<file path="src/design/gregorian_date_arithmetic_macros.svh">
// gregorian_date_arithmetic_macros.svh: assertion macros for the date block.
// No dependencies; the including module provides clk and rst.
`ifndef GREGORIAN_DATE_ARITHMETIC_MACROS_SVH
`define GREGORIAN_DATE_ARITHMETIC_MACROS_SVH
`ifndef ASSERT_OFF
// same-cycle implication
`define GDA_ASSERT_IMPL(lbl, ante, cons) \
  lbl: assert property (@(posedge clk) disable iff (rst) (ante) |-> (cons)) \
    else $error("gda assertion failed");
// next-cycle implication
`define GDA_ASSERT_NEXT(lbl, ante, cons) \
  lbl: assert property (@(posedge clk) disable iff (rst) (ante) |=> (cons)) \
    else $error("gda assertion failed");
`else
`define GDA_ASSERT_IMPL(lbl, ante, cons)
`define GDA_ASSERT_NEXT(lbl, ante, cons)
`endif
`endif

</file>
<file path="src/design/gda_pkg.sv">
// gda_pkg: widths, word layout, command/status structs and calendar tables
// for the Gregorian date block. No dependencies.
package gda_pkg;

  localparam int DayW    = 5;
  localparam int MonW    = 4;
  localparam int YearW   = 14;
  localparam int CntW    = 16;
  localparam int SerW    = 23;  // day serial, 1.1.0001 is day 1
  localparam int DiffW   = 23;
  localparam int ModeW   = 2;
  localparam int LvlW    = 2;
  localparam int DigW    = 6;   // up to 63 four-century steps
  localparam int CumW    = 9;

  localparam int MaxYearDefault = 9999;

  // input word layout
  localparam int InDataW    = 64;
  localparam int InADayLsb  = 0;
  localparam int InAMonLsb  = 5;
  localparam int InAYearLsb = 9;
  localparam int InBDayLsb  = 23;
  localparam int InBMonLsb  = 28;
  localparam int InBYearLsb = 32;
  localparam int InCountLsb = 46;

  // output word layout
  localparam int OutDataW    = 56;
  localparam int OutDayLsb   = 0;
  localparam int OutMonLsb   = 5;
  localparam int OutYearLsb  = 9;
  localparam int OutDiffLsb  = 23;
  localparam int OutLessBit  = 46;
  localparam int OutEqualBit = 47;
  localparam int OutErrBit   = 48;
  localparam int OutUsedW    = 49;

  typedef logic [SerW-1:0] serial_t;

  typedef enum logic [ModeW-1:0] {
    MODE_NORM = 2'd0,
    MODE_ADD  = 2'd1,
    MODE_SUB  = 2'd2,
    MODE_DIFF = 2'd3
  } mode_t;

  // digit levels of the year/day decomposition
  localparam logic [LvlW-1:0] LVL_400 = 2'd0;
  localparam logic [LvlW-1:0] LVL_100 = 2'd1;
  localparam logic [LvlW-1:0] LVL_4   = 2'd2;
  localparam logic [LvlW-1:0] LVL_1   = 2'd3;

  localparam logic [MonW-1:0] MonFirst = 4'd1;
  localparam logic [MonW-1:0] MonFeb   = 4'd2;
  localparam logic [MonW-1:0] MonLast  = 4'd12;

  typedef struct packed {
    logic load_in;
    logic sel_b;
    logic enc_init;
    logic digit_step;
    logic dec;
    logic enc_fin;
    logic op;
    logic dec_init;
    logic mon_step;
    logic out_load;
  } cmd_t;

  typedef struct packed {
    logic coarse_ok;
    logic digit_done;
    logic mon_done;
    logic diff_mode;
    logic out_busy;
  } stat_t;

  function automatic logic [DayW-1:0] month_days(input logic [MonW-1:0] m, input logic leap);
    logic [DayW-1:0] d;
    case (m)
      4'd1, 4'd3, 4'd5, 4'd7, 4'd8, 4'd10, 4'd12: d = 5'd31;
      4'd4, 4'd6, 4'd9, 4'd11:                    d = 5'd30;
      4'd2:    d = leap ? 5'd29 : 5'd28;
      default: d = '0;
    endcase
    return d;
  endfunction

  // days in the year before the first of month m
  function automatic logic [CumW-1:0] days_before_month(input logic [MonW-1:0] m,
                                                        input logic leap);
    logic [CumW-1:0] base;
    case (m)
      4'd1:    base = 9'd0;
      4'd2:    base = 9'd31;
      4'd3:    base = 9'd59;
      4'd4:    base = 9'd90;
      4'd5:    base = 9'd120;
      4'd6:    base = 9'd151;
      4'd7:    base = 9'd181;
      4'd8:    base = 9'd212;
      4'd9:    base = 9'd243;
      4'd10:   base = 9'd273;
      4'd11:   base = 9'd304;
      4'd12:   base = 9'd334;
      default: base = 9'd0;
    endcase
    return base + CumW'(leap && (m > MonFeb));
  endfunction

  // step size per level: days when decoding a serial, years when encoding
  function automatic serial_t unit_size(input logic [LvlW-1:0] lvl, input logic in_days);
    serial_t u;
    case (lvl)
      LVL_400: u = in_days ? 23'd146097 : 23'd400;
      LVL_100: u = in_days ? 23'd36524  : 23'd100;
      LVL_4:   u = in_days ? 23'd1461   : 23'd4;
      LVL_1:   u = in_days ? 23'd365    : 23'd1;
      default: u = '0;
    endcase
    return u;
  endfunction

endpackage

</file>
<file path="src/design/gda_ctrl.sv">
// gda_ctrl: sequencer for the date block; walks each item through encode,
// operate, decode and output. Depends on gda_pkg.
module gda_ctrl import gda_pkg::*; (
  input  logic  clk,
  input  logic  rst,
  input  logic  in_valid,
  output logic  in_ready,
  output cmd_t  cmd,
  input  stat_t stat
);

  typedef enum logic [8:0] {
    S_IDLE     = 9'b000000001,
    S_ENC_INIT = 9'b000000010,
    S_ENC_RUN  = 9'b000000100,
    S_ENC_FIN  = 9'b000001000,
    S_OP       = 9'b000010000,
    S_DEC_INIT = 9'b000100000,
    S_DEC_RUN  = 9'b001000000,
    S_MON      = 9'b010000000,
    S_OUT      = 9'b100000000
  } state_t;

  state_t state, state_next;
  logic   sel_b, sel_b_next;

  always_ff @(posedge clk) begin
    if (rst) begin
      state <= S_IDLE;
      sel_b <= 1'b0;
    end else begin
      state <= state_next;
      sel_b <= sel_b_next;
    end
  end

  always_comb begin
    state_next = state;
    sel_b_next = sel_b;
    in_ready   = 1'b0;
    cmd        = '0;
    cmd.sel_b  = sel_b;
    case (state)
      S_IDLE: begin
        in_ready = 1'b1;
        if (in_valid) begin
          cmd.load_in = 1'b1;
          sel_b_next  = 1'b0;
          state_next  = S_ENC_INIT;
        end
      end
      S_ENC_INIT: begin
        cmd.enc_init = 1'b1;
        if (stat.coarse_ok) begin
          state_next = S_ENC_RUN;
        end else if (!sel_b && stat.diff_mode) begin
          sel_b_next = 1'b1;
          state_next = S_ENC_INIT;
        end else begin
          state_next = S_OP;
        end
      end
      S_ENC_RUN: begin
        cmd.digit_step = 1'b1;
        if (stat.digit_done) state_next = S_ENC_FIN;
      end
      S_ENC_FIN: begin
        cmd.enc_fin = 1'b1;
        if (!sel_b && stat.diff_mode) begin
          sel_b_next = 1'b1;
          state_next = S_ENC_INIT;
        end else begin
          state_next = S_OP;
        end
      end
      S_OP: begin
        cmd.op     = 1'b1;
        state_next = S_DEC_INIT;
      end
      S_DEC_INIT: begin
        cmd.dec_init = 1'b1;
        state_next   = S_DEC_RUN;
      end
      S_DEC_RUN: begin
        cmd.digit_step = 1'b1;
        cmd.dec        = 1'b1;
        if (stat.digit_done) state_next = S_MON;
      end
      S_MON: begin
        cmd.mon_step = 1'b1;
        if (stat.mon_done) state_next = S_OUT;
      end
      S_OUT: begin
        if (!stat.out_busy) begin
          cmd.out_load = 1'b1;
          state_next   = S_IDLE;
        end
      end
      default: state_next = S_IDLE;
    endcase
  end

endmodule

</file>
<file path="src/design/gda_datapath.sv">
// gda_datapath: operand registers, shared digit unit (year <-> day serial),
// month stepper, add/subtract/compare and the output word register. Depends on gda_pkg.
module gda_datapath import gda_pkg::*; #(
  parameter int MAX_YEAR = MaxYearDefault
) (
  input  logic                 clk,
  input  logic                 rst,
  input  cmd_t                 cmd,
  output stat_t                stat,
  input  logic [InDataW-1:0]   in_data,
  input  logic [ModeW-1:0]     in_user,
  input  logic                 out_ready,
  output logic                 out_valid,
  output logic [OutDataW-1:0]  out_data
);

  localparam int LastInt = MAX_YEAR * 365 + MAX_YEAR / 4 - MAX_YEAR / 100 + MAX_YEAR / 400;
  localparam serial_t         LastSerial = SerW'(LastInt);
  localparam serial_t         SerialOne  = 23'd1;
  localparam logic [YearW-1:0] YearMax   = YearW'(MAX_YEAR);
  localparam logic [DigW-1:0] DigCap     = 6'd3;
  localparam logic [4:0]      LastN4     = 5'd24;
  localparam logic [1:0]      LastN100   = 2'd3;

  mode_t             mode;
  logic [DayW-1:0]   a_day, b_day;
  logic [MonW-1:0]   a_month, b_month;
  logic [YearW-1:0]  a_year, b_year;
  logic [CntW-1:0]   day_count;

  serial_t           sa, sb, sr, q, acc;
  logic [LvlW-1:0]   level;
  logic [DigW-1:0]   dig;
  logic [1:0]        n100;
  logic [4:0]        n4;
  logic [MonW-1:0]   mon;
  logic signed [DiffW-1:0] diff;
  logic              less, equal, err;

  logic [DayW-1:0]   sel_day;
  logic [MonW-1:0]   sel_month;
  logic [YearW-1:0]  sel_year;
  logic              coarse_ok, leap, capped, can_step, day_fits, mon_can;
  serial_t           uq, ua, enc_serial, enc_result;
  logic [DayW-1:0]   mdays_sel, mdays_mon;

  serial_t           sr_next;
  logic              err_next, less_next, equal_next, fits;
  logic [SerW:0]     sum;
  logic signed [SerW:0]    dfull;
  logic signed [DiffW-1:0] diff_next;
  logic [OutDataW-1:0] out_word;

  assign sel_day   = cmd.sel_b ? b_day   : a_day;
  assign sel_month = cmd.sel_b ? b_month : a_month;
  assign sel_year  = cmd.sel_b ? b_year  : a_year;

  assign coarse_ok = (sel_year != '0) && (sel_year <= YearMax) && (sel_month >= MonFirst) &&
                     (sel_month <= MonLast) && (sel_day != '0);

  // digit unit: q is the remaining quantity, acc collects the other unit
  assign uq       = unit_size(level, cmd.dec);
  assign ua       = unit_size(level, !cmd.dec);
  assign capped   = ((level == LVL_100) || (level == LVL_1)) && (dig == DigCap);
  assign can_step = !capped && (q >= uq);

  // leap: last year of a four-year group, not a plain century end
  assign leap = (dig == DigCap) && ((n4 != LastN4) || (n100 == LastN100));

  assign mdays_sel  = month_days(sel_month, leap);
  assign mdays_mon  = month_days(mon, leap);
  assign day_fits   = sel_day <= mdays_sel;
  assign enc_serial = acc + {{(SerW-CumW){1'b0}}, days_before_month(sel_month, leap)} +
                      {{(SerW-DayW){1'b0}}, sel_day};
  assign enc_result = day_fits ? enc_serial : SerialOne;
  assign mon_can    = (mon != MonLast) && (q >= {{(SerW-DayW){1'b0}}, mdays_mon});

  assign stat.coarse_ok  = coarse_ok;
  assign stat.digit_done = !can_step && (level == LVL_1);
  assign stat.mon_done   = !mon_can;
  assign stat.diff_mode  = (mode == MODE_DIFF);
  assign stat.out_busy   = out_valid && !out_ready;

  // operation on the serials
  assign sum   = {1'b0, sa} + {{(SerW+1-CntW){1'b0}}, day_count};
  assign dfull = $signed({1'b0, sa}) - $signed({1'b0, sb});
  assign fits  = (dfull[SerW:DiffW-1] == '0) || (dfull[SerW:DiffW-1] == '1);

  always_comb begin
    sr_next    = sa;
    err_next   = 1'b0;
    less_next  = 1'b0;
    equal_next = 1'b0;
    diff_next  = '0;
    case (mode)
      MODE_ADD: begin
        if (sum > {1'b0, LastSerial}) begin
          sr_next  = LastSerial;
          err_next = 1'b1;
        end else begin
          sr_next = sum[SerW-1:0];
        end
      end
      MODE_SUB: begin
        if ({{(SerW-CntW){1'b0}}, day_count} >= sa) begin
          sr_next  = SerialOne;
          err_next = 1'b1;
        end else begin
          sr_next = sa - {{(SerW-CntW){1'b0}}, day_count};
        end
      end
      MODE_DIFF: begin
        less_next  = sa < sb;
        equal_next = sa == sb;
        if (fits) begin
          diff_next = $signed(dfull[DiffW-1:0]);
        end else if (dfull[SerW]) begin
          diff_next = $signed({1'b1, {(DiffW-1){1'b0}}});
        end else begin
          diff_next = $signed({1'b0, {(DiffW-1){1'b1}}});
        end
      end
      default: sr_next = sa;
    endcase
  end

  always_comb begin
    out_word = '0;
    out_word[OutDayLsb +: DayW]   = q[DayW-1:0] + DayW'(1);
    out_word[OutMonLsb +: MonW]   = mon;
    out_word[OutYearLsb +: YearW] = acc[YearW-1:0] + YearW'(1);
    out_word[OutDiffLsb +: DiffW] = diff;
    out_word[OutLessBit]          = less;
    out_word[OutEqualBit]         = equal;
    out_word[OutErrBit]           = err;
  end

  always_ff @(posedge clk) begin
    if (rst) begin
      out_valid <= 1'b0;
    end else if (cmd.out_load) begin
      out_valid <= 1'b1;
    end else if (out_ready) begin
      out_valid <= 1'b0;
    end
  end

  always_ff @(posedge clk) begin
    if (cmd.load_in) begin
      mode      <= mode_t'(in_user);
      a_day     <= in_data[InADayLsb +: DayW];
      a_month   <= in_data[InAMonLsb +: MonW];
      a_year    <= in_data[InAYearLsb +: YearW];
      b_day     <= in_data[InBDayLsb +: DayW];
      b_month   <= in_data[InBMonLsb +: MonW];
      b_year    <= in_data[InBYearLsb +: YearW];
      day_count <= in_data[InCountLsb +: CntW];
    end
    if (cmd.enc_init) begin
      if (coarse_ok) begin
        q     <= {{(SerW-YearW){1'b0}}, sel_year - YearW'(1)};
        acc   <= '0;
        level <= LVL_400;
        dig   <= '0;
      end else if (cmd.sel_b) begin
        sb <= SerialOne;
      end else begin
        sa <= SerialOne;
      end
    end
    if (cmd.digit_step) begin
      if (can_step) begin
        q   <= q - uq;
        acc <= acc + ua;
        dig <= dig + DigW'(1);
      end else if (level != LVL_1) begin
        if (level == LVL_100) n100 <= dig[1:0];
        if (level == LVL_4)   n4   <= dig[4:0];
        level <= level + LvlW'(1);
        dig   <= '0;
      end
    end
    if (cmd.enc_fin) begin
      if (cmd.sel_b) sb <= enc_result;
      else           sa <= enc_result;
    end
    if (cmd.op) begin
      sr    <= sr_next;
      err   <= err_next;
      less  <= less_next;
      equal <= equal_next;
      diff  <= diff_next;
    end
    if (cmd.dec_init) begin
      q     <= sr - SerialOne;
      acc   <= '0;
      level <= LVL_400;
      dig   <= '0;
      mon   <= MonFirst;
    end
    if (cmd.mon_step && mon_can) begin
      q   <= q - {{(SerW-DayW){1'b0}}, mdays_mon};
      mon <= mon + MonW'(1);
    end
    if (cmd.out_load) out_data <= out_word;
  end

endmodule

</file>
<file path="src/design/gregorian_date_arithmetic.sv">
// gregorian_date_arithmetic: top level of the Gregorian date block; uses gda_pkg, gda_ctrl,
// gda_datapath and the assertion macros. One item at a time: each item passes through the
// shared digit unit (an init, digit steps and a finish per date encode, two encodes in
// difference mode, then an init and digit steps for the decode) and the month stepper
// before the result word loads. The next word can be taken in the cycle after the result
// loads; rst (sync, active high) idles the sequencer and empties the output.
`include "gregorian_date_arithmetic_macros.svh"

module gregorian_date_arithmetic import gda_pkg::*; #(
  parameter int MAX_YEAR = MaxYearDefault
) (
  input  logic                clk,
  input  logic                rst,
  input  logic                s_axis_tvalid,
  output logic                s_axis_tready,
  // a_day, a_month, a_year, b_day, b_month, b_year, day_count, zero pad
  input  logic [InDataW-1:0]  s_axis_tdata,
  // mode
  input  logic [ModeW-1:0]    s_axis_tuser,
  output logic                m_axis_tvalid,
  input  logic                m_axis_tready,
  // res_day, res_month, res_year, day_difference, a_less, a_equal, range_error, zero pad
  output logic [OutDataW-1:0] m_axis_tdata
);

  // The controller only issues commands; the datapath reports back status.
  // Per item: latch the word, turn date A (and date B in difference mode)
  // into a day serial by peeling 400/100/4/1-year groups, do the operation
  // on serials, then turn the result serial back into year, month and day.
  cmd_t  cmd;
  stat_t stat;

  gda_ctrl u_ctrl (
    .clk      (clk),
    .rst      (rst),
    .in_valid (s_axis_tvalid),
    .in_ready (s_axis_tready),
    .cmd      (cmd),
    .stat     (stat)
  );

  gda_datapath #(
    .MAX_YEAR (MAX_YEAR)
  ) u_datapath (
    .clk       (clk),
    .rst       (rst),
    .cmd       (cmd),
    .stat      (stat),
    .in_data   (s_axis_tdata),
    .in_user   (s_axis_tuser),
    .out_ready (m_axis_tready),
    .out_valid (m_axis_tvalid),
    .out_data  (m_axis_tdata)
  );

  // result word fields, for the checks below
  logic [MonW-1:0]  out_month;
  logic [DiffW-1:0] out_diff;
  logic             out_less, out_equal, out_err;

  assign out_month = m_axis_tdata[OutMonLsb +: MonW];
  assign out_diff  = m_axis_tdata[OutDiffLsb +: DiffW];
  assign out_less  = m_axis_tdata[OutLessBit];
  assign out_equal = m_axis_tdata[OutEqualBit];
  assign out_err   = m_axis_tdata[OutErrBit];

  // an accepted word makes the block busy in the next cycle
  `GDA_ASSERT_NEXT(a_accept_busy, s_axis_tvalid && s_axis_tready, !s_axis_tready)
  // month stepper always lands on a real month
  `GDA_ASSERT_IMPL(a_month_range, m_axis_tvalid, (out_month >= MonFirst) && (out_month <= MonLast))
  // compare flags are exclusive
  `GDA_ASSERT_IMPL(a_flags_excl, m_axis_tvalid, !(out_less && out_equal))
  // equal dates give a zero difference
  `GDA_ASSERT_IMPL(a_equal_zero, m_axis_tvalid && out_equal, out_diff == '0)
  // range error only comes from add or subtract, which never compare
  `GDA_ASSERT_IMPL(a_err_no_cmp, m_axis_tvalid && out_err, !out_less && !out_equal)

endmodule
</file>
<file path="config.mk">
export PLATFORM = sky130hd
export DESIGN_NAME = gregorian_date_arithmetic
export DESIGN_NICKNAME = d
export VERILOG_FILES = /design/src/design/gda_pkg.sv /design/src/design/gda_ctrl.sv /design/src/design/gda_datapath.sv /design/src/design/gregorian_date_arithmetic.sv
export VERILOG_INCLUDE_DIRS = /design/src /design/src/design
export SDC_FILE = /design/constraint.sdc
export NUM_CORES = 1
export LEC_CHECK = 0
export ABC_CLOCK_PERIOD_IN_PS = 6890
export BUFFER_PORTS_ARGS = -buffer_cell sky130_fd_sc_hd__buf_4
export CAP_MARGIN = 10
export CORE_ASPECT_RATIO = 1.2
export CORE_MARGIN = 3
export CORE_UTILIZATION = 35
export CTS_BUF_LIST = sky130_fd_sc_hd__clkbuf_8
export CTS_CLUSTER_SIZE = 40
export DETAILED_ROUTE_END_ITERATION = 8
export GPL_ROUTABILITY_DRIVEN = 1
export SYNTH_ARGS = -nofsm -noshare
export SYNTH_HDL_FRONTEND = slang
export SYNTH_SLANG_ARGS = --single-unit
</file>
<file path="constraint.sdc">
create_clock -name clk -period 6.89 [get_ports clk]
set_clock_uncertainty 0.2 [all_clocks]
set_input_delay 1.0335 -clock clk [delete_from_list [all_inputs] [get_ports clk]]
set_output_delay 1.0335 -clock clk [all_outputs]
set_load 0.02 [all_outputs]
</file>
==> results_tabular.tex, run 1 <==
\begin{tabular}{lr}
\hline
Metric & Value \\
\hline
\multicolumn{2}{l}{\textbf{Yosys}} \\
Distinct cell type count of the synthesized netlist & 88 \\
Seq/Total Area, Yosys & 39.3\% \\
Number of enable flip-flop cells after synthesis & 173 \\
Number of storage elements in the synthesis netlist & 284 \\
Post-synth design cell area & 18900 µm² \\
Top\_reg\_cell synth & edfxtp\_1 \\
Count of yosys warnings during synthesis & 0 \\
Avg Cell Area, Syn & 9.09 µm² \\
Proportion of register bits with asynchronous set or reset after synthesis & 0\% \\
Synthesized instance count & 2077 \\
\multicolumn{2}{l}{\textbf{Floorplan}} \\
Total die area & 56800 µm² \\
Area inside the core boundary & 53000 µm² \\
Io pins & 128 \\
Die Span Y & 260 µm \\
Site row count & 92 \\
Initial standard-cell utilization of the core & 35.7\% \\
Die width & 218 µm \\
\multicolumn{2}{l}{\textbf{Final layout}} \\
Number of nets in the finished design & 2395 \\
Register area & 7420 µm² \\
Area taken by multi-input logic gates & 10700 µm² \\
Proportion of layout cells with a drive suffix above 1 & 11.3\% \\
Synthesis-to-finish area growth & 13.7\% \\
Final cell utilization of the core & 40.6\% \\
Post-Layout Inst Area & 21500 µm² \\
Filler cell count in the final layout & 5302 \\
\multicolumn{2}{l}{\textbf{CTS}} \\
H-tree depth & 2 \\
PostCTS Resize Cnt & 0 \\
Clk Tree Root Cell & clkbuf\_8 \\
Clock edge transition at the registers on the reported setup and hold paths & 0.06 ns \\
Number of hold-repair buffers added at the cts stage & 0 \\
Worst skew pair latency & 0.66 ns \\
Sink count of the clock tree & 284 \\
Post-CTS setup repair buffer count & 0 \\
Number of buffers created by CTS & 48 \\
CTS tree & done \\
Largest buffer count on any clock path & 3 \\
\multicolumn{2}{l}{\textbf{Route}} \\
Count of nets left with antenna violations after detail routing & 0 \\
Routed vias/inst & 5.38 \\
Post-Route WL & 54.4 mm \\
Detail-routed net length per standard cell & 18.6 µm \\
Initial detailed-routing violation count & 1014 \\
First drt pass iteration count & 5 \\
Via Count & 15700 \\
\# DRC & 0 \\
\multicolumn{2}{l}{\textbf{STA}} \\
Setup TNS Final & 0 ns \\
Max-slew violations & 0 \\
Actual transition at the worst max-transition pin & 1.06 ns \\
Minimum clock period after layout & 5.71 ns \\
Max-Slew Margin vs Limit & 28.9\% \\
Highest Clock Rate & 175 MHz \\
Final critical-path share of the clock period & 82.9\% \\
Final-report hold violation count & 0 \\
RSZ-0062 raised after global routing & false \\
Final count of negative-setup-slack endpoints & 0 \\
Fin worst setup slack & 1.18 ns \\
\multicolumn{2}{l}{\textbf{Worst setup path}} \\
Setup Crit Path Kind & reg2reg \\
Reg-to-reg critical path startpoint & u\_ctrl.sel\_b\$\_SDFFE\_PP0P\_ \\
Endpoint of the worst register-to-register path & u\_datapath.sa[21]\$\_DFF\_P\_ \\
Worst Setup SP & u\_ctrl.sel\_b\$\_SDFFE\_PP0P\_ \\
Endpoint class of the critical path & register \\
Startpoint types & register \\
Req. time, crit path & 7.20 ns \\
Endpoint arrival time on the critical path & 6.02 ns \\
Crit path capture & u\_datapath.sa[21]\$\_DFF\_P\_ \\
CP Max Fanout & 11 \\
Depth of the most critical reg-to-reg path & 22 \\
Reg-to-reg slack, setup & 1.18 ns \\
\multicolumn{2}{l}{\textbf{Place}} \\
Input/output buffers & 118 \\
Last weighted congestion value of the routability-driven placer & 0.919 \\
HPWL after DPL & 41.1 mm \\
Instance area after placement & 20400 µm² \\
Setup WS pre-CTS & 1.22 ns \\
\multicolumn{2}{l}{\textbf{Pwr}} \\
Leakage power of the design & 0.00842 µW \\
Peak ir drop on the vdd network & 137 µV \\
Cell Pwr Density & 280 nW/µm² \\
\multicolumn{2}{l}{\textbf{Hold path}} \\
Worst hold path class & reg2reg \\
\multicolumn{2}{l}{\textbf{Global routing}} \\
Global routing usage summed across all routing layers & 18.6\% \\
First-pass GRT wire length & 83.6 mm \\
Initial antenna violation count & 1 \\
Number of global-route vias before repair & 15300 \\
Maximum number of pins on one net before global-route repair & 66 \\
Congestion Overflow GR & 0 \\
\multicolumn{2}{l}{\textbf{Flow run}} \\
Maxcap violations & 0 \\
\multicolumn{2}{l}{\textbf{Run status}} \\
Result of the run & finished clean \\
\hline
\end{tabular}
## cell type report
type                    count  share of cell area (%)
well taps                 705                    4.11
inverters                 119                    2.08
clock inverters            37                    1.44
flip-flops and latches    284                    34.5
multi-input cells        1590                    49.8
clock buffers              52                    3.33
repair buffers            135                    4.72
diodes                      1                  0.0117
## kinds of logic after synthesis
| group | count (synthesis) | synth area share (%) |
|---|---|---|
| AOI/OAI and AO/OA | 557 | 19.2 |
| xor gates and xnor gates | 162 | 7.61 |
| adders and majority gates | 147 | 10.1 |
| buffers and inverters | 209 | 4.37 |
| DFF | 284 | 39.3 |
| muxes | 30 | 1.68 |
| other | 1 | 0.0199 |
| and+or+nand+nor | 687 | 17.7 |
## cells in the final DEF, fill, tap and decap left out, drive strengths merged, types with 8 or more instances in the layout
cell    instances
o21ai         161
a21o           39
nor3b          11
a22o           16
clkbuf         52
clkinv         17
o31ai           9
and2           17
nand4          18
edfxtp        173
o211ai         13
o21bai         14
inv           131
nor2          176
nand2         182
or4            10
nor2b          36
or3            14
xor2           70
nand2b         34
mux2i          25
o22ai          17
dfxtp         111
nor3           58
nand3b         10
buf           135
a31oi          17
a221oi          8
xnor2          92
a21oi         134
a211oi         21
and3           18
o21a           14
fa             10
nand3          56
ha            137
nor4           19
o221ai          8
or2            13
## power by group
part           internal, µW  total (µW)  switching, µW  leakage, µW
registers              1990        2180            189      0.00245
clock network           893        1640            747     0.000559
logic                   875        2190           1310      0.00541
## Yosys cell counts (all sizes together) (6+ instances only)
| cell type | count | area share (%) |
|---|---|---|
| nor3b | 11 | 0.44 |
| a221oi | 8 | 0.37 |
| xnor2 | 92 | 4.3 |
| a22o | 16 | 0.74 |
| or3 | 14 | 0.46 |
| a22oi | 7 | 0.28 |
| o31ai | 9 | 0.36 |
| nand2b | 34 | 1.1 |
| a21boi | 7 | 0.28 |
| and3 | 18 | 0.62 |
| clkbuf | 66 | 1.3 |
| a21o | 39 | 1.6 |
| nand2 | 182 | 3.6 |
| ha | 137 | 9.1 |
| o22ai | 17 | 0.60 |
| xor2 | 70 | 3.3 |
| o21bai | 14 | 0.56 |
| nor2 | 176 | 3.5 |
| nand4 | 18 | 0.60 |
| o21a | 14 | 0.60 |
| o21ai | 161 | 4.3 |
| nor2b | 36 | 1.2 |
| nand3 | 56 | 1.5 |
| or2 | 13 | 0.43 |
| dfxtp | 111 | 12 |
| o221ai | 8 | 0.37 |
| nand3b | 10 | 0.40 |
| and2 | 17 | 0.56 |
| inv | 119 | 2.4 |
| nor4 | 19 | 0.63 |
| or4 | 10 | 0.42 |
| nor3 | 58 | 1.5 |
| a2bb2oi | 7 | 0.32 |
| mux2i | 25 | 1.3 |
| buf | 24 | 0.69 |
| a211oi | 21 | 0.83 |
| a21oi | 134 | 3.6 |
| a31o | 6 | 0.28 |
| a31oi | 17 | 0.56 |
| o211ai | 13 | 0.52 |
| nor4b | 6 | 0.28 |
| edfxtp | 173 | 28 |
| fa | 10 | 1.1 |
## per-layer routing
| layer | global-route usage [%] | wire (µm) | up-vias |
|---|---|---|---|
| li1 | - | - | 7712 |
| met1 | 22.3 | 22100 | 7542 |
| met2 | 33.1 | 27600 | 361 |
| met3 | 2.76 | 2530 | 120 |
| met4 | 7.90 | 2150 | 0 |
| met5 | 0 | 0 | - |
## stage by stage
stage,cells,hold slack (ns),total power (µW)
6_report,2923,0.217,6010
5_1_grt,2923,0.222,6390
4_1_cts,2921,0.220,6040
3_5_place_dp,2832,0.206,4360
3_3_place_gp,2832,0.206,4330
2_1_floorplan,2083,0.200,3760
## critical path, cell delays in order, from the launching register on
cell      delay [ns]
dfxtp_2         0.55
mux2i_1         0.55
ha_1            0.36
o21ai_0         0.12
and2_1          0.17
ha_1            0.21
ha_1            0.34
inv_1           0.07
fa_1            0.47
inv_1           0.05
ha_1            0.21
fa_1            0.40
a21o_1          0.19
a21oi_1         0.23
o21bai_1        0.09
a21oi_1         0.22
o21bai_1        0.10
a21o_1          0.21
a21oi_1         0.31
nor3_1          0.12
nand2_1         0.09
xor2_1          0.19
o21ai_0         0.11
## worst min-delay path by stage
stage                                         to  cells after the start  slack [ns]                              start
2_1_floorplan  u_datapath.out_data[23]$_DFFE_PP_                      0        0.20   u_datapath.diff[0]$_SDFFCE_PP0P_
3_3_place_gp   u_datapath.out_data[48]$_DFFE_PP_                      0        0.21           u_datapath.err$_DFFE_PP_
3_5_place_dp   u_datapath.out_data[44]$_DFFE_PP_                      0        0.21  u_datapath.diff[21]$_SDFFCE_PP0P_
4_1_cts        u_datapath.out_data[44]$_DFFE_PP_                      0        0.22  u_datapath.diff[21]$_SDFFCE_PP0P_
5_1_grt        u_datapath.out_data[46]$_DFFE_PP_                      0        0.22      u_datapath.less$_SDFFCE_PP0P_
6_report       u_datapath.out_data[44]$_DFFE_PP_                      0        0.22  u_datapath.diff[21]$_SDFFCE_PP0P_
## state kept, by name, summed over array words and instances (netlist names), 4 cells and up
register / count
u_ctrl.state: 9
u_datapath.a_day: 5
u_datapath.a_month: 4
u_datapath.a_year: 14
u_datapath.acc: 23
u_datapath.b_day: 5
u_datapath.b_month: 4
u_datapath.b_year: 14
u_datapath.day_count: 16
u_datapath.diff: 23
u_datapath.dig: 6
u_datapath.mon: 4
u_datapath.n4: 5
u_datapath.out_data: 49
u_datapath.q: 23
u_datapath.sa: 23
u_datapath.sb: 23
u_datapath.sr: 23
Note: power is estimated with default switching activity, not from simulation.
==> run 2: changes to the inputs <==
Settings changed: ABC_CLOCK_PERIOD_IN_PS 6890 to 5500.
Clock period 6.89 ns to 5.5 ns, I/O delays scaled along.
==> results_tabular.tex, run 2 (synthesis gave the netlist of run 1 again) <==
\begin{tabular}{lr}
\hline
Metric & Value \\
\hline
\multicolumn{2}{l}{\textbf{Run status}} \\
Result of the run & finished clean \\
\multicolumn{2}{l}{\textbf{Route}} \\
Via Count & 16000 \\
Routed vias/inst & 5.42 \\
Count of nets left with antenna violations after detail routing & 0 \\
Initial detailed-routing violation count & 1117 \\
First drt pass iteration count & 5 \\
Detail-routed net length per standard cell & 18.5 µm \\
Post-Route WL & 54.6 mm \\
\# DRC & 0 \\
\multicolumn{2}{l}{\textbf{CTS}} \\
Sink count of the clock tree & 284 \\
PostCTS Resize Cnt & 0 \\
H-tree depth & 2 \\
Clock edge transition at the registers on the reported setup and hold paths & 0.07 ns \\
Clk Tree Root Cell & clkbuf\_8 \\
Worst skew pair latency & 0.65 ns \\
Post-CTS setup repair buffer count & 0 \\
Number of hold-repair buffers added at the cts stage & 0 \\
CTS tree & done \\
Number of buffers created by CTS & 49 \\
Largest buffer count on any clock path & 3 \\
\multicolumn{2}{l}{\textbf{STA}} \\
Final count of negative-setup-slack endpoints & 0 \\
Highest Clock Rate & 193 MHz \\
Actual transition at the worst max-transition pin & 1.04 ns \\
Final-report hold violation count & 0 \\
Max-slew violations & 0 \\
Final critical-path share of the clock period & 94.2\% \\
Minimum clock period after layout & 5.18 ns \\
Setup TNS Final & 0 ns \\
Max-Slew Margin vs Limit & 30.6\% \\
RSZ-0062 raised after global routing & false \\
\multicolumn{2}{l}{\textbf{Final layout}} \\
Top library cells by usage in the layout, fill and taps aside & nand2\_1 (182), nor2\_1 (175), edfxtp\_1 (173) \\
Number of nets in the finished design & 2421 \\
Finished Layout Cells & 2949 \\
Max FFs per register & 49 \\
Most frequent standard cell in the layout excluding fill and tap cells & nand2\_1 \\
Filler cell count in the final layout & 5330 \\
Largest reg by FF count & u\_datapath.out\_data \\
Synthesis-to-finish area growth & 14.4\% \\
Proportion of layout cells with a drive suffix above 1 & 12.4\% \\
\multicolumn{2}{l}{\textbf{Pwr}} \\
Leakage power of the design & 0.00855 µW \\
Cell Pwr Density & 341 nW/µm² \\
Peak ir drop on the vdd network & 203 µV \\
\multicolumn{2}{l}{\textbf{Global routing}} \\
Initial antenna violation count & 1 \\
Busiest layer in global routing & met2 \\
First-pass GRT wire length & 83.7 mm \\
Congestion Overflow GR & 0 \\
Global routing usage summed across all routing layers & 18.7\% \\
Met3 Use GR & 2.77\% \\
Number of global-route vias before repair & 15500 \\
Met1 track utilization from global routing & 22.4\% \\
Global-route track usage on met2 & 33.5\% \\
Maximum number of pins on one net before global-route repair & 52 \\
\multicolumn{2}{l}{\textbf{Worst setup path}} \\
Endpoint class of the critical path & register \\
Endpoint of the worst register-to-register path & u\_ctrl.state[8]\$\_SDFFE\_PP0P\_ \\
Req. time, crit path & 5.87 ns \\
Setup Crit Path Kind & reg2reg \\
CP Max Fanout & 11 \\
Critical path's most frequent cell & a21oi\_1 \\
Startpoint types & register \\
Depth of the most critical reg-to-reg path & 18 \\
Reg-to-reg slack, setup & 0.32 ns \\
Critical Path, Cell by Cell & or3\_1, or2\_2, nor3b\_1, buf\_4, and2\_1, a21oi\_1, ha\_1, a21o\_1, a21o\_1, a21oi\_1, nor2\_1, a211o\_1, o311ai\_1, and2\_1, o21ai\_0, a211o\_1, or4\_1, a21oi\_1 \\
Slowest cell delay on critical path & 0.50 ns \\
Critical path's slowest cell & o311ai\_1 \\
Category of cells accounting for the largest share of critical-path delay & compound AO/OA/AOI/OAI gates \\
WP buf/inv & 1 \\
Reg-to-reg critical path startpoint & u\_ctrl.state[0]\$\_SDFFE\_PP1P\_ \\
Endpoint arrival time on the critical path & 5.55 ns \\
\multicolumn{2}{l}{\textbf{Floorplan}} \\
Total die area & 56800 µm² \\
Io pins & 128 \\
Die Span Y & 260 µm \\
Initial standard-cell utilization of the core & 35.7\% \\
Die width & 218 µm \\
Site row count & 92 \\
Area inside the core boundary & 53000 µm² \\
\multicolumn{2}{l}{\textbf{Place}} \\
Last weighted congestion value of the routability-driven placer & 0.924 \\
Instance count after placement with tap cells included & 2858 \\
Input/output buffers & 118 \\
HPWL after DPL & 42.2 mm \\
\multicolumn{2}{l}{\textbf{Flow run}} \\
Maxcap violations & 0 \\
\multicolumn{2}{l}{\textbf{Hold path}} \\
Hold path cells & 1 \\
Worst Hold Launch & s\_axis\_tdata[40] \\
End of the worst hold path & u\_datapath.b\_year[8]\$\_DFFE\_PP\_ \\
Worst hold path class & in2reg \\
\hline
\end{tabular}
[run 2: changes by cell type in the layout (fill, tap and decap cells not counted), moves of 2 or more]
cell / before / now
inv_1: 128 / 135
a21oi_1: 132 / 130
bufinv_16: 5 / 1
clkinvlp_4: 3 / 0
clkinv_1: 7 / 4
mux2i_1: 25 / 23
clkinv_2: 9 / 13
a21oi_2: 2 / 4
buf_4: 135 / 160
[run 2: routing by layer]
| metal | vias up | share of wire [%] |
|---|---|---|
| li1 | 7784 | - |
| met1 | 7634 | 40 |
| met2 | 454 | 51 |
| met3 | 104 | 4.9 |
| met4 | 0 | 3.9 |
| met5 | - | 0 |
[run 2: per-stage QoR]
stage | instance area (µm²) | total power (µW) | utilization (%) | setup WS [ns] | hold WS [ns]
floorplan | 18900 | 4720 | - | 0.0606 | 0.200
global placement | 20600 | 5470 | 39.0 | 0.212 | 0.203
detailed placement | 20600 | 5500 | 39.0 | 0.172 | 0.206
CTS | 21600 | 7400 | 40.7 | 0.121 | 0.100
global route | 21600 | 7840 | 40.8 | 0.0306 | 0.105
finish | 21600 | 7360 | 40.8 | 0.318 | 0.151
[run 2: final cells by class]
| type | instances | area, µm² | share of cell area [%] |
|---|---|---|---|
| diodes | 1 | 2.50 | 0.0116 |
| clock buffers | 52 | 716 | 3.31 |
| clock inverters | 38 | 210 | 0.973 |
| inverters | 119 | 447 | 2.07 |
| multi-input cells | 1590 | 10700 | 49.6 |
| flip-flops and latches | 284 | 7420 | 34.3 |
| well taps | 705 | 882 | 4.08 |
| repair buffers | 160 | 1200 | 5.56 |
[run 2: worst max-delay path by stage]
stage,end,slack [ns],cells after the start,start
floorplan,u_datapath.sa[17]$_DFF_P_,0.06,24,u_ctrl.sel_b$_SDFFE_PP0P_
global placement,u_datapath.sa[19]$_DFF_P_,0.21,23,u_ctrl.sel_b$_SDFFE_PP0P_
detailed placement,u_datapath.sa[17]$_DFF_P_,0.17,23,u_datapath.dig[1]$_SDFF_PP0_
CTS,u_datapath.sa[17]$_DFF_P_,0.12,23,u_datapath.dig[1]$_SDFF_PP0_
global route,u_datapath.sa[20]$_DFF_P_,0.03,22,u_datapath.dig[1]$_SDFF_PP0_
finish,u_ctrl.state[8]$_SDFFE_PP0P_,0.32,18,u_ctrl.state[0]$_SDFFE_PP1P_
[run 2: power breakdown]
| group | internal, µW | total (µW) | leakage, µW | switching [µW] |
|---|---|---|---|---|
| combinational | 1130 | 2780 | 0.00554 | 1660 |
| sequential | 2490 | 2730 | 0.00245 | 240 |
| clock | 932 | 1850 | 0.000553 | 917 |
==> run 3: changes to the inputs <==
Settings changed: CELL_PAD_IN_SITES_DETAIL_PLACEMENT set to 0, CELL_PAD_IN_SITES_GLOBAL_PLACEMENT set to 2, CTS_BUF_LIST sky130_fd_sc_hd__clkbuf_8 to unset, PLACE_DENSITY_LB_ADDON set to 0.1.
==> results_tabular.tex, run 3 (synthesis gave the netlist of run 1 again) <==
\begin{tabular}{lr}
\hline
Metric & Value \\
\hline
\multicolumn{2}{l}{\textbf{Route}} \\
Detail-routed net length per standard cell & 20.0 µm \\
First drt pass iteration count & 5 \\
Met3 routed wirelength & 1.97 mm \\
Met2 Routed Length & 28.0 mm \\
Via Count & 15600 \\
Post-Route WL & 58.5 mm \\
Routed vias/inst & 5.32 \\
Met1 layer wirelength in the final routing & 26.1 mm \\
Count of nets left with antenna violations after detail routing & 0 \\
Top routing layer used & met4 \\
Initial detailed-routing violation count & 944 \\
\# DRC & 0 \\
\multicolumn{2}{l}{\textbf{Pwr}} \\
Switching part of the total & 36.1\% \\
Share of power burned in combinational logic & 35.5\% \\
Design Power & 7920 µW \\
Peak ir drop on the vdd network & 214 µV \\
Leakage power of the design & 0.00859 µW \\
Cell Pwr Density & 362 nW/µm² \\
Clock network power share & 30.1\% \\
P\_sw & 2860 µW \\
Flop pwr share & 34.4\% \\
Internal Dissipation & 5060 µW \\
\multicolumn{2}{l}{\textbf{Final layout}} \\
Largest reg by FF count & u\_datapath.out\_data \\
Top library cells by usage in the layout, fill and taps aside & nand2\_1 (182), nor2\_1 (175), edfxtp\_1 (173) \\
Synthesis-to-finish area growth & 16.0\% \\
Most frequent standard cell in the layout excluding fill and tap cells & nand2\_1 \\
Proportion of layout cells with a drive suffix above 1 & 12.0\% \\
Number of nets in the finished design & 2415 \\
Number of antenna repair diodes & 0 \\
Max FFs per register & 49 \\
\multicolumn{2}{l}{\textbf{Global routing}} \\
First-pass GRT wire length & 89.6 mm \\
Congestion Overflow GR & 0 \\
Global routing usage summed across all routing layers & 20.3\% \\
Initial antenna violation count & 0 \\
Maximum number of pins on one net before global-route repair & 66 \\
Number of global-route vias before repair & 15300 \\
\multicolumn{2}{l}{\textbf{CTS}} \\
Number of buffers created by CTS & 35 \\
Sink count of the clock tree & 284 \\
Worst skew pair latency & 0.56 ns \\
Clock edge transition at the registers on the reported setup and hold paths & 0.06 ns \\
Number of hold-repair buffers added at the cts stage & 0 \\
CTS tree & done \\
Post-CTS setup repair buffer count & 0 \\
Largest buffer count on any clock path & 3 \\
PostCTS Resize Cnt & 0 \\
H-tree depth & 2 \\
Clk Tree Root Cell & clkbuf\_16 \\
\multicolumn{2}{l}{\textbf{STA}} \\
Final-report hold violation count & 0 \\
Final count of negative-setup-slack endpoints & 0 \\
Minimum clock period after layout & 5.16 ns \\
Max-slew violations & 0 \\
Max-Slew Margin vs Limit & 33.2\% \\
RSZ-0062 raised after global routing & false \\
Highest Clock Rate & 194 MHz \\
Final critical-path share of the clock period & 93.9\% \\
Setup TNS Final & 0 ns \\
Actual transition at the worst max-transition pin & 1.00 ns \\
\multicolumn{2}{l}{\textbf{Floorplan}} \\
Total die area & 56800 µm² \\
Die width & 218 µm \\
Site row count & 92 \\
Initial standard-cell utilization of the core & 35.7\% \\
Io pins & 128 \\
Die Span Y & 260 µm \\
Area inside the core boundary & 53000 µm² \\
\multicolumn{2}{l}{\textbf{Worst setup path}} \\
Req. time, crit path & 5.72 ns \\
Setup Crit Path Kind & reg2reg \\
Startpoint types & register \\
Endpoint class of the critical path & register \\
Reg-to-reg slack, setup & 0.34 ns \\
Endpoint arrival time on the critical path & 5.38 ns \\
Reg-to-reg critical path startpoint & u\_ctrl.sel\_b\$\_SDFFE\_PP0P\_ \\
Endpoint of the worst register-to-register path & u\_datapath.sa[20]\$\_DFF\_P\_ \\
Depth of the most critical reg-to-reg path & 22 \\
CP Max Fanout & 6 \\
\multicolumn{2}{l}{\textbf{Flow run}} \\
Maxcap violations & 0 \\
\multicolumn{2}{l}{\textbf{Place}} \\
Input/output buffers & 118 \\
Last weighted congestion value of the routability-driven placer & 0.886 \\
HPWL after DPL & 44.7 mm \\
\multicolumn{2}{l}{\textbf{Hold path}} \\
Worst hold path class & reg2reg \\
Worst Hold Launch & u\_datapath.diff[10]\$\_SDFFCE\_PP0P\_ \\
End of the worst hold path & u\_datapath.out\_data[33]\$\_DFFE\_PP\_ \\
Hold path cells & 0 \\
\multicolumn{2}{l}{\textbf{Run status}} \\
Result of the run & finished clean \\
\hline
\end{tabular}
[run 3: cell types whose count changed in the layout (fill, tap and decap cells not counted), moves of 3 or more]
| cell | delta |
|---|---|
| clkbuf_8 | -52 |
| bufinv_16 | +4 |
| inv_1 | -17 |
| clkbuf_16 | +35 |
| buf_4 | +8 |
| clkinvlp_4 | +3 |
| clkinv_2 | -9 |
| clkbuf_1 | +6 |
[run 3: cell type report]
| type | instances | area (µm²) |
|---|---|---|
| fillers | 5360 | 31000 |
| multi-input cells | 1590 | 10700 |
| flip-flops and latches | 284 | 7420 |
| repair buffers | 168 | 1260 |
| clock buffers | 41 | 898 |
| well taps | 705 | 882 |
| inverters | 119 | 447 |
| clock inverters | 23 | 288 |
[run 3: per-layer routing]
layer,track usage (%),vias to the layer above
met3,2.55,84
met4,8.16,0
li1,-,7766
met2,34.6,285
met1,26.1,7453
met5,0,-
[run 3: critical path, cell delays in order, from the launching register on]
cell and delay [ns]:
dfxtp_2 0.42, mux2i_2 0.38, inv_1 0.14, ha_1 0.28, o21ai_0 0.16, and2_1 0.15, ha_1 0.18, ha_1 0.18
xnor2_1 0.09, fa_1 0.49, inv_1 0.07, ha_1 0.29, a21o_1 0.18, a21oi_1 0.21, o21bai_1 0.09, a21oi_1 0.24
o21bai_1 0.09, a21oi_1 0.22, o21ai_0 0.17, nand3_1 0.24, nor3_1 0.09, xnor2_1 0.30, o21ai_0 0.15
[run 3: per-stage QoR]
step / instance area (µm²) / instances / setup slack, ns / util [%] / hold slack (ns)
6_report: 21900 / 2930 / 0.335 / 41.4 / 0.224
3_5_place_dp: 20700 / 2866 / 0.267 / 39.1 / 0.205
5_1_grt: 21900 / 2930 / 0.00339 / 41.4 / 0.206
2_1_floorplan: 18900 / 2083 / 0.0606 / - / 0.200
4_1_cts: 21900 / 2930 / 0.239 / 41.4 / 0.197
3_3_place_gp: 20700 / 2866 / 0.288 / 39.1 / 0.208
[run 3: power groups by stage]
stage | clock network, µW | registers (µW) | logic [µW]
3_5_place_dp | 0 | 2770 | 2800
4_1_cts | 2470 | 2730 | 2830
3_3_place_gp | 0 | 2770 | 2800
6_report | 2380 | 2730 | 2810
5_1_grt | 2550 | 2760 | 3150
2_1_floorplan | 0 | 2680 | 2040
[run 3: worst max-delay path by stage]
stage / cells past startpoint / from / endpoint
6_report: 22 / u_ctrl.sel_b$_SDFFE_PP0P_ / u_datapath.sa[20]$_DFF_P_
5_1_grt: 23 / u_ctrl.sel_b$_SDFFE_PP0P_ / u_datapath.sa[21]$_DFF_P_
4_1_cts: 24 / u_datapath.dig[0]$_SDFF_PP0_ / u_datapath.sb[17]$_DFF_P_
3_5_place_dp: 24 / u_datapath.dig[0]$_SDFF_PP0_ / u_datapath.sa[17]$_DFF_P_
3_3_place_gp: 24 / u_datapath.dig[0]$_SDFF_PP0_ / u_datapath.sa[19]$_DFF_P_
2_1_floorplan: 24 / u_ctrl.sel_b$_SDFFE_PP0P_ / u_datapath.sa[17]$_DFF_P_
